`config.mk`:
```
export PLATFORM = sky130hd
export DESIGN_NAME = client_slot_table_with_aging
export DESIGN_NICKNAME = d
export VERILOG_FILES = /design/src/hdl/csta_pkg.sv /design/src/hdl/csta_cfg.sv /design/src/hdl/csta_scan.sv /design/src/hdl/client_slot_table_with_aging.sv
export SDC_FILE = /design/constraint.sdc
export NUM_CORES = 1
export LEC_CHECK = 0
export ABC_AREA = 1
export BUFFER_PORTS_ARGS = -buffer_cell sky130_fd_sc_hd__buf_4
export CAP_MARGIN = 0
export CORE_MARGIN = 2
export CORE_UTILIZATION = 50
export DETAILED_ROUTE_END_ITERATION = 16
export PLACE_DENSITY = 0.69
export SLEW_MARGIN = 20
export SYNTH_ARGS = -nofsm -noshare
export SYNTH_HDL_FRONTEND = slang
export SYNTH_SLANG_ARGS = --single-unit
export TNS_END_PERCENT = 5
```
`constraint.sdc`:
```
create_clock -name i_clk -period 4.82 [get_ports i_clk]
set_input_delay 0.241 -clock i_clk [delete_from_list [all_inputs] [get_ports i_clk]]
set_output_delay 0.241 -clock i_clk [all_outputs]
set_load 0.05 [all_outputs]
```
`src/hdl/csta_pkg.sv`:
```
// Package for the client slot table with aging.
// Holds field widths, parameter defaults, register indexes, the sequencer state type
// and the configuration bundle passed from the register block to the scan engine.
package csta_pkg;

    localparam int NUM_SLOTS_DEF       = 8;
    localparam int FIRST_AGED_SLOT_DEF = 1;

    localparam int ID_W       = 15;
    localparam int TIME_W     = 32;
    localparam int CFG_W      = 16;
    localparam int SLOT_W     = 3;
    localparam int APB_DATA_W = 32;
    localparam int APB_ADDR_W = 3;

    localparam logic [CFG_W-1:0] LOCAL_ID_RST = 16'h8000;
    localparam logic [CFG_W-1:0] EXPIRY_RST   = 16'd10;

    // Register index, taken from paddr[2].
    localparam logic REG_LOCAL_ID = 1'b0;
    localparam logic REG_EXPIRY   = 1'b1;

    typedef enum logic [1:0] {
        ST_IDLE,
        ST_SCAN,
        ST_DONE
    } t_state;

    typedef struct packed {
        logic             local_wr;
        logic             local_set;
        logic [ID_W-1:0]  local_owner;
        logic [CFG_W-1:0] expiry;
    } t_cfg;

endpackage

```
`src/hdl/csta_cfg.sv`:
```
// APB-style configuration registers for the client slot table.
// Depends on csta_pkg; hands a t_cfg bundle to the scan engine.
module csta_cfg (
    input  logic                            i_clk,
    input  logic                            i_rst_n,
    input  logic                            psel,
    input  logic                            penable,
    input  logic                            pwrite,
    input  logic [csta_pkg::APB_ADDR_W-1:0] paddr,
    input  logic [csta_pkg::APB_DATA_W-1:0] pwdata,
    output logic [csta_pkg::APB_DATA_W-1:0] prdata,
    output logic                            pready,
    output csta_pkg::t_cfg                  o_cfg
);
    import csta_pkg::*;

    logic [CFG_W-1:0] r_local_id;
    logic [CFG_W-1:0] r_expiry;
    logic             wr_en;
    logic             reg_idx;

    assign pready  = 1'b1;
    assign wr_en   = psel && penable && pwrite;
    assign reg_idx = paddr[2];

    always_ff @(posedge i_clk) begin
        if (!i_rst_n) begin
            r_local_id <= LOCAL_ID_RST;
            r_expiry   <= EXPIRY_RST;
        end else if (wr_en) begin
            if (reg_idx == REG_LOCAL_ID) begin
                r_local_id <= pwdata[CFG_W-1:0];
            end else begin
                r_expiry <= pwdata[CFG_W-1:0];
            end
        end
    end

    always_comb begin
        if (reg_idx == REG_LOCAL_ID) begin
            prdata = {{(APB_DATA_W-CFG_W){1'b0}}, r_local_id};
        end else begin
            prdata = {{(APB_DATA_W-CFG_W){1'b0}}, r_expiry};
        end
    end

    // A write of the local id takes effect on slot 0 at the same edge.
    always_comb begin
        o_cfg.local_wr    = wr_en && (reg_idx == REG_LOCAL_ID);
        o_cfg.local_set   = !pwdata[CFG_W-1];
        o_cfg.local_owner = pwdata[ID_W-1:0];
        o_cfg.expiry      = r_expiry;
    end

endmodule

```
`src/hdl/csta_scan.sv`:
```
// Scan engine of the client slot table: valid bits, owner and time memories, sequencer.
// Depends on csta_pkg; driven by the t_cfg bundle from csta_cfg.
module csta_scan #(
    parameter int NUM_SLOTS       = csta_pkg::NUM_SLOTS_DEF,
    parameter int FIRST_AGED_SLOT = csta_pkg::FIRST_AGED_SLOT_DEF
) (
    input  logic                        i_clk,
    input  logic                        i_rst_n,
    input  csta_pkg::t_cfg              i_cfg,
    input  logic                        start,
    input  logic [csta_pkg::ID_W-1:0]   i_client_id,
    input  logic [csta_pkg::TIME_W-1:0] i_now,
    output logic                        busy,
    output logic                        o_done,
    output logic [csta_pkg::SLOT_W-1:0] o_slot,
    output logic                        o_no_slot
);
    import csta_pkg::*;

    localparam int IDX_W = (NUM_SLOTS > 1) ? $clog2(NUM_SLOTS) : 1;
    localparam logic [IDX_W-1:0] LAST_IDX  = IDX_W'(NUM_SLOTS - 1);
    localparam logic [IDX_W-1:0] FIRST_IDX = IDX_W'(FIRST_AGED_SLOT);

    t_state r_state;
    t_state n_state;

    logic [NUM_SLOTS-1:0] r_valid;
    logic [ID_W-1:0]      r_owner_mem [NUM_SLOTS];
    logic [TIME_W-1:0]    r_time_mem  [NUM_SLOTS];

    logic [ID_W-1:0]   r_id;
    logic [TIME_W-1:0] r_now;
    logic              r_rd_on;
    logic [IDX_W-1:0]  r_rd_idx;
    logic              r_chk_on;
    logic [IDX_W-1:0]  r_chk_idx;
    logic [ID_W-1:0]   r_owner_q;
    logic [TIME_W-1:0] r_time_q;
    logic              r_hit;
    logic [IDX_W-1:0]  r_hit_idx;
    logic              r_has_free;
    logic [IDX_W-1:0]  r_free_idx;
    logic              r_done;
    logic [SLOT_W-1:0] r_slot;
    logic              r_no_slot;

    logic                    accept;
    logic                    do_write;
    logic [TIME_W-1:0]       age;
    logic                    expired;
    logic                    live;
    logic                    is_match;
    logic                    is_empty;
    logic                    claim;
    logic [IDX_W-1:0]        sel_idx;
    logic [IDX_W+SLOT_W-1:0] sel_ext;
    logic                    owner_we;
    logic [IDX_W-1:0]        owner_waddr;
    logic [ID_W-1:0]         owner_wdata;

    // Next state.
    always_comb begin
        n_state = r_state;
        case (r_state)
            ST_IDLE: begin
                if (start) n_state = ST_SCAN;
            end
            ST_SCAN: begin
                if (r_chk_on && (r_chk_idx == LAST_IDX)) n_state = ST_DONE;
            end
            ST_DONE: begin
                n_state = ST_IDLE;
            end
            default: begin
                n_state = ST_IDLE;
            end
        endcase
    end

    // State outputs.
    always_comb begin
        busy     = 1'b1;
        do_write = 1'b0;
        case (r_state)
            ST_IDLE: begin
                busy = 1'b0;
            end
            ST_SCAN: begin
                busy = 1'b1;
            end
            ST_DONE: begin
                do_write = 1'b1;
            end
            default: begin
                busy = 1'b1;
            end
        endcase
    end

    assign accept = start && !busy;

    always_ff @(posedge i_clk) begin
        if (!i_rst_n) begin
            r_state <= ST_IDLE;
        end else begin
            r_state <= n_state;
        end
    end

    // Read address walk and the check pointer, a registered copy of the read address.
    always_ff @(posedge i_clk) begin
        if (!i_rst_n) begin
            r_rd_on   <= 1'b0;
            r_rd_idx  <= '0;
            r_chk_on  <= 1'b0;
            r_chk_idx <= '0;
        end else begin
            r_chk_on  <= r_rd_on;
            r_chk_idx <= r_rd_idx;
            if (accept) begin
                r_rd_on  <= 1'b1;
                r_rd_idx <= '0;
            end else if (r_rd_on) begin
                if (r_rd_idx == LAST_IDX) begin
                    r_rd_on <= 1'b0;
                end else begin
                    r_rd_idx <= r_rd_idx + IDX_W'(1);
                end
            end
        end
    end

    always_ff @(posedge i_clk) begin
        if (accept) begin
            r_id  <= i_client_id;
            r_now <= i_now;
        end
    end

    // Synchronous reads, registered into r_owner_q and r_time_q.
    always_ff @(posedge i_clk) begin
        if (r_rd_on) begin
            r_owner_q <= r_owner_mem[r_rd_idx];
            r_time_q  <= r_time_mem[r_rd_idx];
        end
    end

    // Per-slot check: age out first, then look for a match or an empty slot.
    always_comb begin
        age      = r_now - r_time_q;
        expired  = r_valid[r_chk_idx] && (r_chk_idx >= FIRST_IDX)
                   && (age > {{(TIME_W-CFG_W){1'b0}}, i_cfg.expiry});
        live     = r_valid[r_chk_idx] && !expired;
        is_match = r_chk_on && live && (r_owner_q == r_id);
        is_empty = r_chk_on && !live;
    end

    always_ff @(posedge i_clk) begin
        if (!i_rst_n) begin
            r_hit      <= 1'b0;
            r_has_free <= 1'b0;
        end else if (accept) begin
            r_hit      <= 1'b0;
            r_has_free <= 1'b0;
        end else begin
            if (is_match && !r_hit) begin
                r_hit     <= 1'b1;
                r_hit_idx <= r_chk_idx;
            end
            if (is_empty && !r_has_free) begin
                r_has_free <= 1'b1;
                r_free_idx <= r_chk_idx;
            end
        end
    end

    assign claim   = do_write && !r_hit && r_has_free;
    assign sel_idx = r_hit ? r_hit_idx : r_free_idx;
    assign sel_ext = {{SLOT_W{1'b0}}, sel_idx};

    // Valid bits: aging clears and claims never coincide; keeping the local id load apart from both is up to the user.
    always_ff @(posedge i_clk) begin
        if (!i_rst_n) begin
            r_valid <= '0;
        end else begin
            if (i_cfg.local_wr) r_valid[0] <= i_cfg.local_set;
            if (r_chk_on && expired) r_valid[r_chk_idx] <= 1'b0;
            if (claim) r_valid[r_free_idx] <= 1'b1;
        end
    end

    // Write-back happens only after the whole scan, so no read can overlap it.
    always_comb begin
        owner_we    = claim || (i_cfg.local_wr && i_cfg.local_set);
        owner_waddr = claim ? r_free_idx : '0;
        owner_wdata = claim ? r_id : i_cfg.local_owner;
    end

    always_ff @(posedge i_clk) begin
        if (owner_we) r_owner_mem[owner_waddr] <= owner_wdata;
    end

    always_ff @(posedge i_clk) begin
        if (do_write && (r_hit || r_has_free)) r_time_mem[sel_idx] <= r_now;
    end

    always_ff @(posedge i_clk) begin
        if (!i_rst_n) begin
            r_done <= 1'b0;
        end else begin
            r_done <= do_write;
        end
    end

    always_ff @(posedge i_clk) begin
        if (do_write) begin
            r_no_slot <= !r_hit && !r_has_free;
            r_slot    <= (r_hit || r_has_free) ? sel_ext[SLOT_W-1:0] : '0;
        end
    end

    assign o_done    = r_done;
    assign o_slot    = r_slot;
    assign o_no_slot = r_no_slot;

    a_done_single: assert property (@(posedge i_clk) disable iff (!i_rst_n)
        o_done |=> !o_done)
        else $error("result strobe lasted more than one cycle");

    a_done_on_release: assert property (@(posedge i_clk) disable iff (!i_rst_n)
        $fell(busy) |-> o_done)
        else $error("engine went idle without a result");

    a_no_slot_zero: assert property (@(posedge i_clk) disable iff (!i_rst_n)
        (o_done && o_no_slot) |-> (o_slot == '0))
        else $error("slot not zero with no_slot set");

    a_check_in_scan: assert property (@(posedge i_clk) disable iff (!i_rst_n)
        r_chk_on |-> (r_state == ST_SCAN))
        else $error("slot check outside of scan");

endmodule

```
`src/hdl/client_slot_table_with_aging.sv`:
```
// Top level of the client slot table with aging.
// Depends on csta_pkg, csta_cfg and csta_scan.
//
// A request is taken when start is high and busy is low. The engine then walks all
// NUM_SLOTS entries of its owner and time memories, one read per cycle through a
// single synchronous read port, ages each slot and notes the first matching and the
// first empty slot, and writes the refreshed or claimed entry back in a final
// write-back state. Busy stays high through the scan and the write-back state and
// then drops; a request is taken only while the engine is idle, so a new request
// cannot be taken before the last one is through. The result beat appears on
// o_slot and o_no_slot with o_done high for exactly one cycle, in the same cycle in
// which busy falls; the receiver cannot stall it, so it must take the beat in that
// cycle.
// Because write-back follows the complete scan, no read ever races a pending write.
// Configuration is written through the APB port: the local id at address 0 (bit 15
// clear loads slot 0 with the low 15 bits, bit 15 set empties slot 0) and the expiry
// in seconds at address 4. Write configuration only while the block is idle. Every
// slot is empty after reset, and no clearing pass is needed.
module client_slot_table_with_aging #(
    parameter int NUM_SLOTS       = csta_pkg::NUM_SLOTS_DEF,
    parameter int FIRST_AGED_SLOT = csta_pkg::FIRST_AGED_SLOT_DEF
) (
    input  logic                            i_clk,
    input  logic                            i_rst_n,
    input  logic                            psel,
    input  logic                            penable,
    input  logic                            pwrite,
    input  logic [csta_pkg::APB_ADDR_W-1:0] paddr,
    input  logic [csta_pkg::APB_DATA_W-1:0] pwdata,
    output logic [csta_pkg::APB_DATA_W-1:0] prdata,
    output logic                            pready,
    input  logic                            start,
    output logic                            busy,
    input  logic [csta_pkg::ID_W-1:0]       i_client_id,
    input  logic [csta_pkg::TIME_W-1:0]     i_now,
    output logic                            o_done,
    output logic [csta_pkg::SLOT_W-1:0]     o_slot,
    output logic                            o_no_slot
);
    import csta_pkg::*;

    // Configuration bundle: local id load pulse and the current expiry setting.
    t_cfg cfg;

    csta_cfg u_cfg (
        .i_clk   (i_clk),
        .i_rst_n (i_rst_n),
        .psel    (psel),
        .penable (penable),
        .pwrite  (pwrite),
        .paddr   (paddr),
        .pwdata  (pwdata),
        .prdata  (prdata),
        .pready  (pready),
        .o_cfg   (cfg)
    );

    // The scan engine holds all slot state and produces one result beat per request.
    csta_scan #(
        .NUM_SLOTS       (NUM_SLOTS),
        .FIRST_AGED_SLOT (FIRST_AGED_SLOT)
    ) u_scan (
        .i_clk       (i_clk),
        .i_rst_n     (i_rst_n),
        .i_cfg       (cfg),
        .start       (start),
        .i_client_id (i_client_id),
        .i_now       (i_now),
        .busy        (busy),
        .o_done      (o_done),
        .o_slot      (o_slot),
        .o_no_slot   (o_no_slot)
    );

endmodule

```
# After elaboration in Yosys (flattened, before gate mapping)
# Memories as Yosys holds them, arrays and structs flattened. A register that Yosys moved wholly into a read port is not among the register bits.
# Index checks and enable logic that the tools add are counted.
[word_totals]
input_bits = 88
out_inout_bits = 39
mem_count = 2
reg_bits = 110
ramBits = 376
[classes]
n_reduce_logical = 36
magnitude_cmp = 6
n_eq_ne = 7
n_mux = 27
bitwise = 7
n_addsub = 2
[mem_list]
columns = ["name", "words", "width", "rd", "rd_clocked_by_memory_dff", "wr", "line", "source"]
rows = [
  ["u_scan.r_time_mem", 8, 32, 1, 1, 1, "csta_scan.sv:29", "logic [TIME_W-1:0] r_time_mem [NUM_SLOTS];"],
  ["u_scan.r_owner_mem", 8, 15, 1, 1, 1, "csta_scan.sv:28", "logic [ID_W-1:0] r_owner_mem [NUM_SLOTS];"],
]
[op_table]
columns = ["operator", "n"]
rows = [
  ["$gt A32 B16 Y1", 1],
  ["$sub A32 B32 Y32", 1],
  ["$mux W8", 3],
  ["$logic_and A1 B1 Y1", 21],
  ["$mux W16", 1],
  ["$eq A15 B15 Y1", 1],
  ["$mux W15", 1],
  ["$mux W1", 14],
  ["$ge A3 B1 Y1 const B", 3],
  ["$and A8 B8 Y8", 1],
  ["$lt A3 B4 Y1 const B", 2],
  ["$not A8 Y8", 1],
  ["$or A8 B8 Y8", 1],
  ["$reduce_and A2 Y1", 4],
  ["$demux W1 S3", 2],
  ["$eq A3 B3 Y1 const B", 2],
  ["$mux W3", 2],
  ["$reduce_and A3 Y1", 2],
  ["$logic_not A1 Y1", 5],
  ["$mux W2", 2],
  ["$not A1 Y1", 4],
  ["$pmux W2 S2", 1],
  ["$add A3 B1 Y3 const B", 1],
  ["$bmux W1 S3", 1],
  ["7 further kinds", 8],
]

# Longest topological paths before layout
[logic_depth]
word_depth = 10
depth_mapped = 28
mapped_depth_nobuf = 28

# Cells and area by module
# A second synthesis with hierarchy kept.
[unflattened]
hier_cells = 2343
area_unflattened_um2 = 24081.8
[by_module_without_submodules]
columns = ["module", "cells_per_inst", "instances", "area_per_inst_um2", "seq_area_each_um2"]
rows = [
  ["csta_scan", 2065, 1, 22220.1, 14834.2],
  ["csta_cfg", 278, 1, 1861.8, 640.6],
]

# Worst setup path before layout
# No wires, ideal clock.
[synth_path]
path_type = "reg2reg"
start = "register u_scan.r_now[2]"
end = "register u_scan.r_free_idx[0], enable pin"
period_less_slack_ns = 3.302
arrival_ns = 2.979
setup_ns = 0.323
n_path_buf = 1
stages_incl_launch_ff = 27
slack_ns = 1.518
cell_sequence = "edfxtp_1 -> ha_1 -> buf_4 -> a21oi_2 -> nand2_2 -> nand2_1 -> nand2_1 -> nand2_1 -> nand2_2 -> xor2_1 -> ha_1 -> nand2_1 -> nor2_1 -> nand3_1 -> nor2_1 -> nand2_1 -> nand3_1 -> nand2_1 -> nand3_1 -> nor2_1 -> nand2_1 -> nor2_2 -> nand2_4 -> nand2_4 -> nand2_4 -> nand2_4 -> nor3_2"
[synth_via]
elab_chain_len = 9
[synth_lines]
columns = ["element", "line", "source"]
rows = [
  ["start: declaration", "csta_scan.sv:32", "logic [TIME_W-1:0] r_now;"],
  ["start signal: assignment", "csta_scan.sv:136", "r_now <= i_now;"],
  ["$sub A32 B32 Y32", "csta_scan.sv:150", "age = r_now - r_time_q;"],
  ["$gt A32 B16 Y1", "csta_scan.sv:152", "&& (age > {{(TIME_W-CFG_W){1'b0}}, i_cfg.expiry});"],
  ["$logic_and A1 B1 Y1", "csta_scan.sv:152", ""],
  ["$logic_not A1 Y1", "csta_scan.sv:153", "live = r_valid[r_chk_idx] && !expired;"],
  ["$logic_and A1 B1 Y1", "csta_scan.sv:153", ""],
  ["$logic_not A1 Y1", "csta_scan.sv:155", "is_empty = r_chk_on && !live;"],
  ["$logic_and A1 B1 Y1", "csta_scan.sv:155", ""],
  ["$logic_and A1 B1 Y1", "csta_scan.sv:170", "if (is_empty && !r_has_free) begin"],
  ["$reduce_and A3 Y1 (no source line)", "n/a", ""],
  ["end signal: assignment", "csta_scan.sv:172", "r_free_idx <= r_chk_idx;"],
  ["end: declaration", "csta_scan.sv:42", "logic [IDX_W-1:0] r_free_idx;"],
]
# Every way passes these cells.
# A chain may end at the register's enable or synchronous reset.

# Final worst setup path
[layout_path]
start = "register u_scan.r_now[0]"
end = "register u_scan.r_free_idx[2], enable pin"
# Same word-level chain as after synthesis.

==> flow_summary.yaml <==
clock_tree:
  cts.reportedPaths.clkPinSlew_ns: 0.06
  cts-root-buf: "clkbuf_16"
  cts_htree_levels: 2
  num_cts_buffers: 53
  clk_latency_ns: 0.61
  tritoncts: "yes"
  ctsLongestPathBuffers: 3
  hold_buffers: 64
  cts.repair.resized: 0
  number_of_sinks_on_the_clock_net: 533
  postCtsSetupRepairBufs: 0
placed_design:
  dp_hpwl_mm: 34.8
  port_buffer_cells: 91
  replace_congestion: 0.874
critical_path:
  cp_common_cell: "nand2_1"
  worst_ep_required_time_ns: 5.10
  worst_setup_path_endpoint: "u_scan.r_free_idx[2]$_DFFE_PP_"
  critPathMaxStageDelay_ns: 0.51
  critPathCaptureType: "register"
  crit-reg2reg-capture: "u_scan.r_free_idx[2]$_DFFE_PP_"
  worst_path_max_fanout: 9
  critical_path.reg2reg.startpoint: "u_scan.r_now[0]$_DFFE_PP_"
  critPathKind: "reg -> reg"
  critPathArrivalTime_ns: 4.22
  logic_depth_of_the_worst_register_to_register_path: 26
  worst_setup_path_start_kind: "register"
  r2r_slack_ns: 0.88
  critical_path.startpoint: "u_scan.r_now[0]$_DFFE_PP_"
  critical-path-slowest-cell: "edfxtp_1"
detailed_routing:
  drt-vias-per-instance: 5.39
  route.detailed.drc: 0
  dr.first_iter.drc_count: 1615
  drt_wl_total_mm: 57.3
  routedWlPerCell_um: 18.8
  drt-pass1-iter-count: 5
  num_vias: 16390
  drt.antenna.violating_nets: 0
timing:
  grt_setup_unrepaired: "false"
  peak_clock_frequency_supported_by_timing_mhz: 254
  post-route-period-util_pct: 81.7
  hold_violations: 0
  setup_total_negative_slack_ns: 0
  timing.final.setup_violations: 0
  min_tclk_post_route_ns: 3.94
  maxSlewHeadroom_pct: 28.4
  max_slew_violation_count: 0
  clock_skew_ns: 0.0319
  worst_slew_pin_slew_ns: 1.06
power:
  p_leak_nw: 10.5
  design_power_total_mw: 10.1
  ir_worst_vdd_mv: 0.314
  power_density_over_the_cells_mw_per_mm2: 373
layout:
  final_layout_size_suffix_gt1_share_pct: 10.6
  area.sequential_sq_mm: 0.0155
  area.growth.synth_to_final_pct: 15.5
  multi_input_area_sq_mm: 0.00679
  fill_cells: 3786
  utilization_pct: 58.4
  antenna-diode-count: 0
  finish.net_count: 2532
global_route:
  antenna_found_initial: 0
  grtUsageTotal_pct: 23.2
  grt_pass1_vias: 15756
  grt_first_pass_wirelength_mm: 88.2
  global_route.overflow_total: 0
  grt_max_degree: 191
synthesis:
  synth.distinct_cells: 46
  synth-async-reset-ratio_pct: 0
  primary_ff_master_synth: "edfxtp_1"
  synth.yosys.seq_area_share_pct: 65.8
  synth_cells: 2248
  synthesis.area_sq_mm: 0.0235
  synth-edff-count: 480
  yosysMostFrequentCell: "edfxtp_1"
  ys_warn_count: 0
  synth.largest_area_cell: "edfxtp_1"
  post-synth-top-area-fraction_pct: 61.3
  synthTopCellsByCount: "480 x edfxtp_1, 446 x nor2_1, 328 x nand2_1, 254 x o21ai_0, 233 x inv_1"
  synth.ff_latch_count: 533
  avgSynthCellArea_sq_um: 10.5
  netlist_top_cells_area: "edfxtp_1 61%, nor2_1 7.1%, o21ai_0 5.4%"
floorplan:
  io-pin-count: 127
  die_width_um: 221
  floorplan.core_area_sq_mm: 0.0465
  floorplan.initialDensity_pct: 50.6
  row_count: 79
  die_h_um: 221
  die_area_sq_mm: 0.0488
hold_path:
  hold_path_class: "in -> reg"
job:
  drv.max_cap_violation_count: 0
run_status:
  run_status: "finished clean"
-- how the worst min path moves through the flow --
stage | startpoint | end | slack, ns | cells past startpoint
after global placement | i_now[13] | u_scan.r_now[13]$_DFFE_PP_ | 0.42 | 1
after CTS | start | u_scan.r_rd_on$_SDFF_PN0_ | 0.04 | 3
after floorplan | i_client_id[0] | u_scan.r_id[0]$_DFFE_PP_ | 0.34 | 0
after global routing | start | u_scan.r_state[0]$_SDFFE_PN0P_ | 0.07 | 3
final | start | u_scan.r_rd_on$_SDFF_PN0_ | 0.07 | 3
after detailed placement | i_now[20] | u_scan.r_now[20]$_DFFE_PP_ | 0.42 | 1
-- worst max-delay path: cells and delay by family (launching register included) --
kind	cells	cell delay, ns
flip-flops	1	0.51
adder cells (fa/ha/maj)	3	0.78
XOR/XNOR	1	0.25
AND/OR/NAND/NOR	20	1.86
buffers and inverters	2	0.21
-- cells by family (layout without fill, tap and decap cells) --
family,after synthesis,after routing,synth area share [%]
buffers and inverters,343,515,5.78
adders and majority gates,50,50,2.69
and+or+nand+nor,881,881,15.2
xor gates and xnor gates,19,19,0.708
AOI/OAI and AO/OA,420,420,9.79
DFF,533,533,65.8
other,2,17,0.0319
-- sequential cells by signal (all words and copies together), names as in the netlist, 2 cells and up --
signal              flops
u_scan.r_valid          8
u_scan.r_owner_q       15
u_scan.o_slot           3
u_scan.r_hit_idx        3
u_scan.r_chk_idx        3
u_cfg.r_expiry         16
u_scan.r_id            15
u_scan.r_free_idx       3
u_scan.r_rd_idx         3
u_scan.r_now           32
u_scan.r_state          2
u_scan.r_time_q        32
u_cfg.r_local_id       16
u_scan.r_owner_mem    120
u_scan.r_time_mem     256
-- stage by stage --
| step | instances | setup slack (ns) | cell area, sq um | hold WS (ns) |
|---|---|---|---|---|
| floorplan | 2263 | 1.52 | 23600 | 0.340 |
| global placement | 2882 | 1.00 | 24800 | 0.419 |
| detailed placement | 2882 | 0.876 | 24800 | 0.420 |
| CTS | 3042 | 0.880 | 27100 | 0.0436 |
| global route | 3042 | 0.529 | 27100 | 0.0720 |
| finish | 3042 | 0.881 | 27100 | 0.0663 |
-- layout by cell type, fill, tap and decap left out, types with 38 or more instances in the layout --
master and n:
nand3_1 38, nor2_1 438, a21oi_1 45, nand2_1 328, o22ai_1 52, edfxtp_1 480, dlygate4sd3_1 64, o21ai_0 254
a31oi_1 47, clkbuf_16 53, buf_4 114, dfxtp_1 50, ha_1 49, inv_1 229
-- area by class of cell --
| cell class | count | share of cell area (%) |
|---|---|---|
| inverter | 238 | 3.31 |
| multi-input combinational | 1387 | 25.0 |
| timing repair buffer | 181 | 5.70 |
| tap | 607 | 2.80 |
| clock buffer | 72 | 5.30 |
| sequential | 533 | 57.0 |
| clock inverter | 24 | 0.839 |
-- report_power, final --
group          switching, mW  internal [mW]
Sequential            0.0728           5.11
Clock                   1.71           2.30
Combinational          0.605          0.320
Total                   2.38           7.73
-- metal layers --
| metal | GRT usage, % | vias up | routed length (um) |
|---|---|---|---|
| met3 | 4.05 | 110 | 3960 |
| met5 | 0 | - | 0 |
| met1 | 32.0 | 7814 | 24700 |
| li1 | - | 7904 | - |
| met4 | 8.81 | 0 | 1950 |
| met2 | 36.9 | 562 | 26700 |
Power figures use the tool's default switching activity.
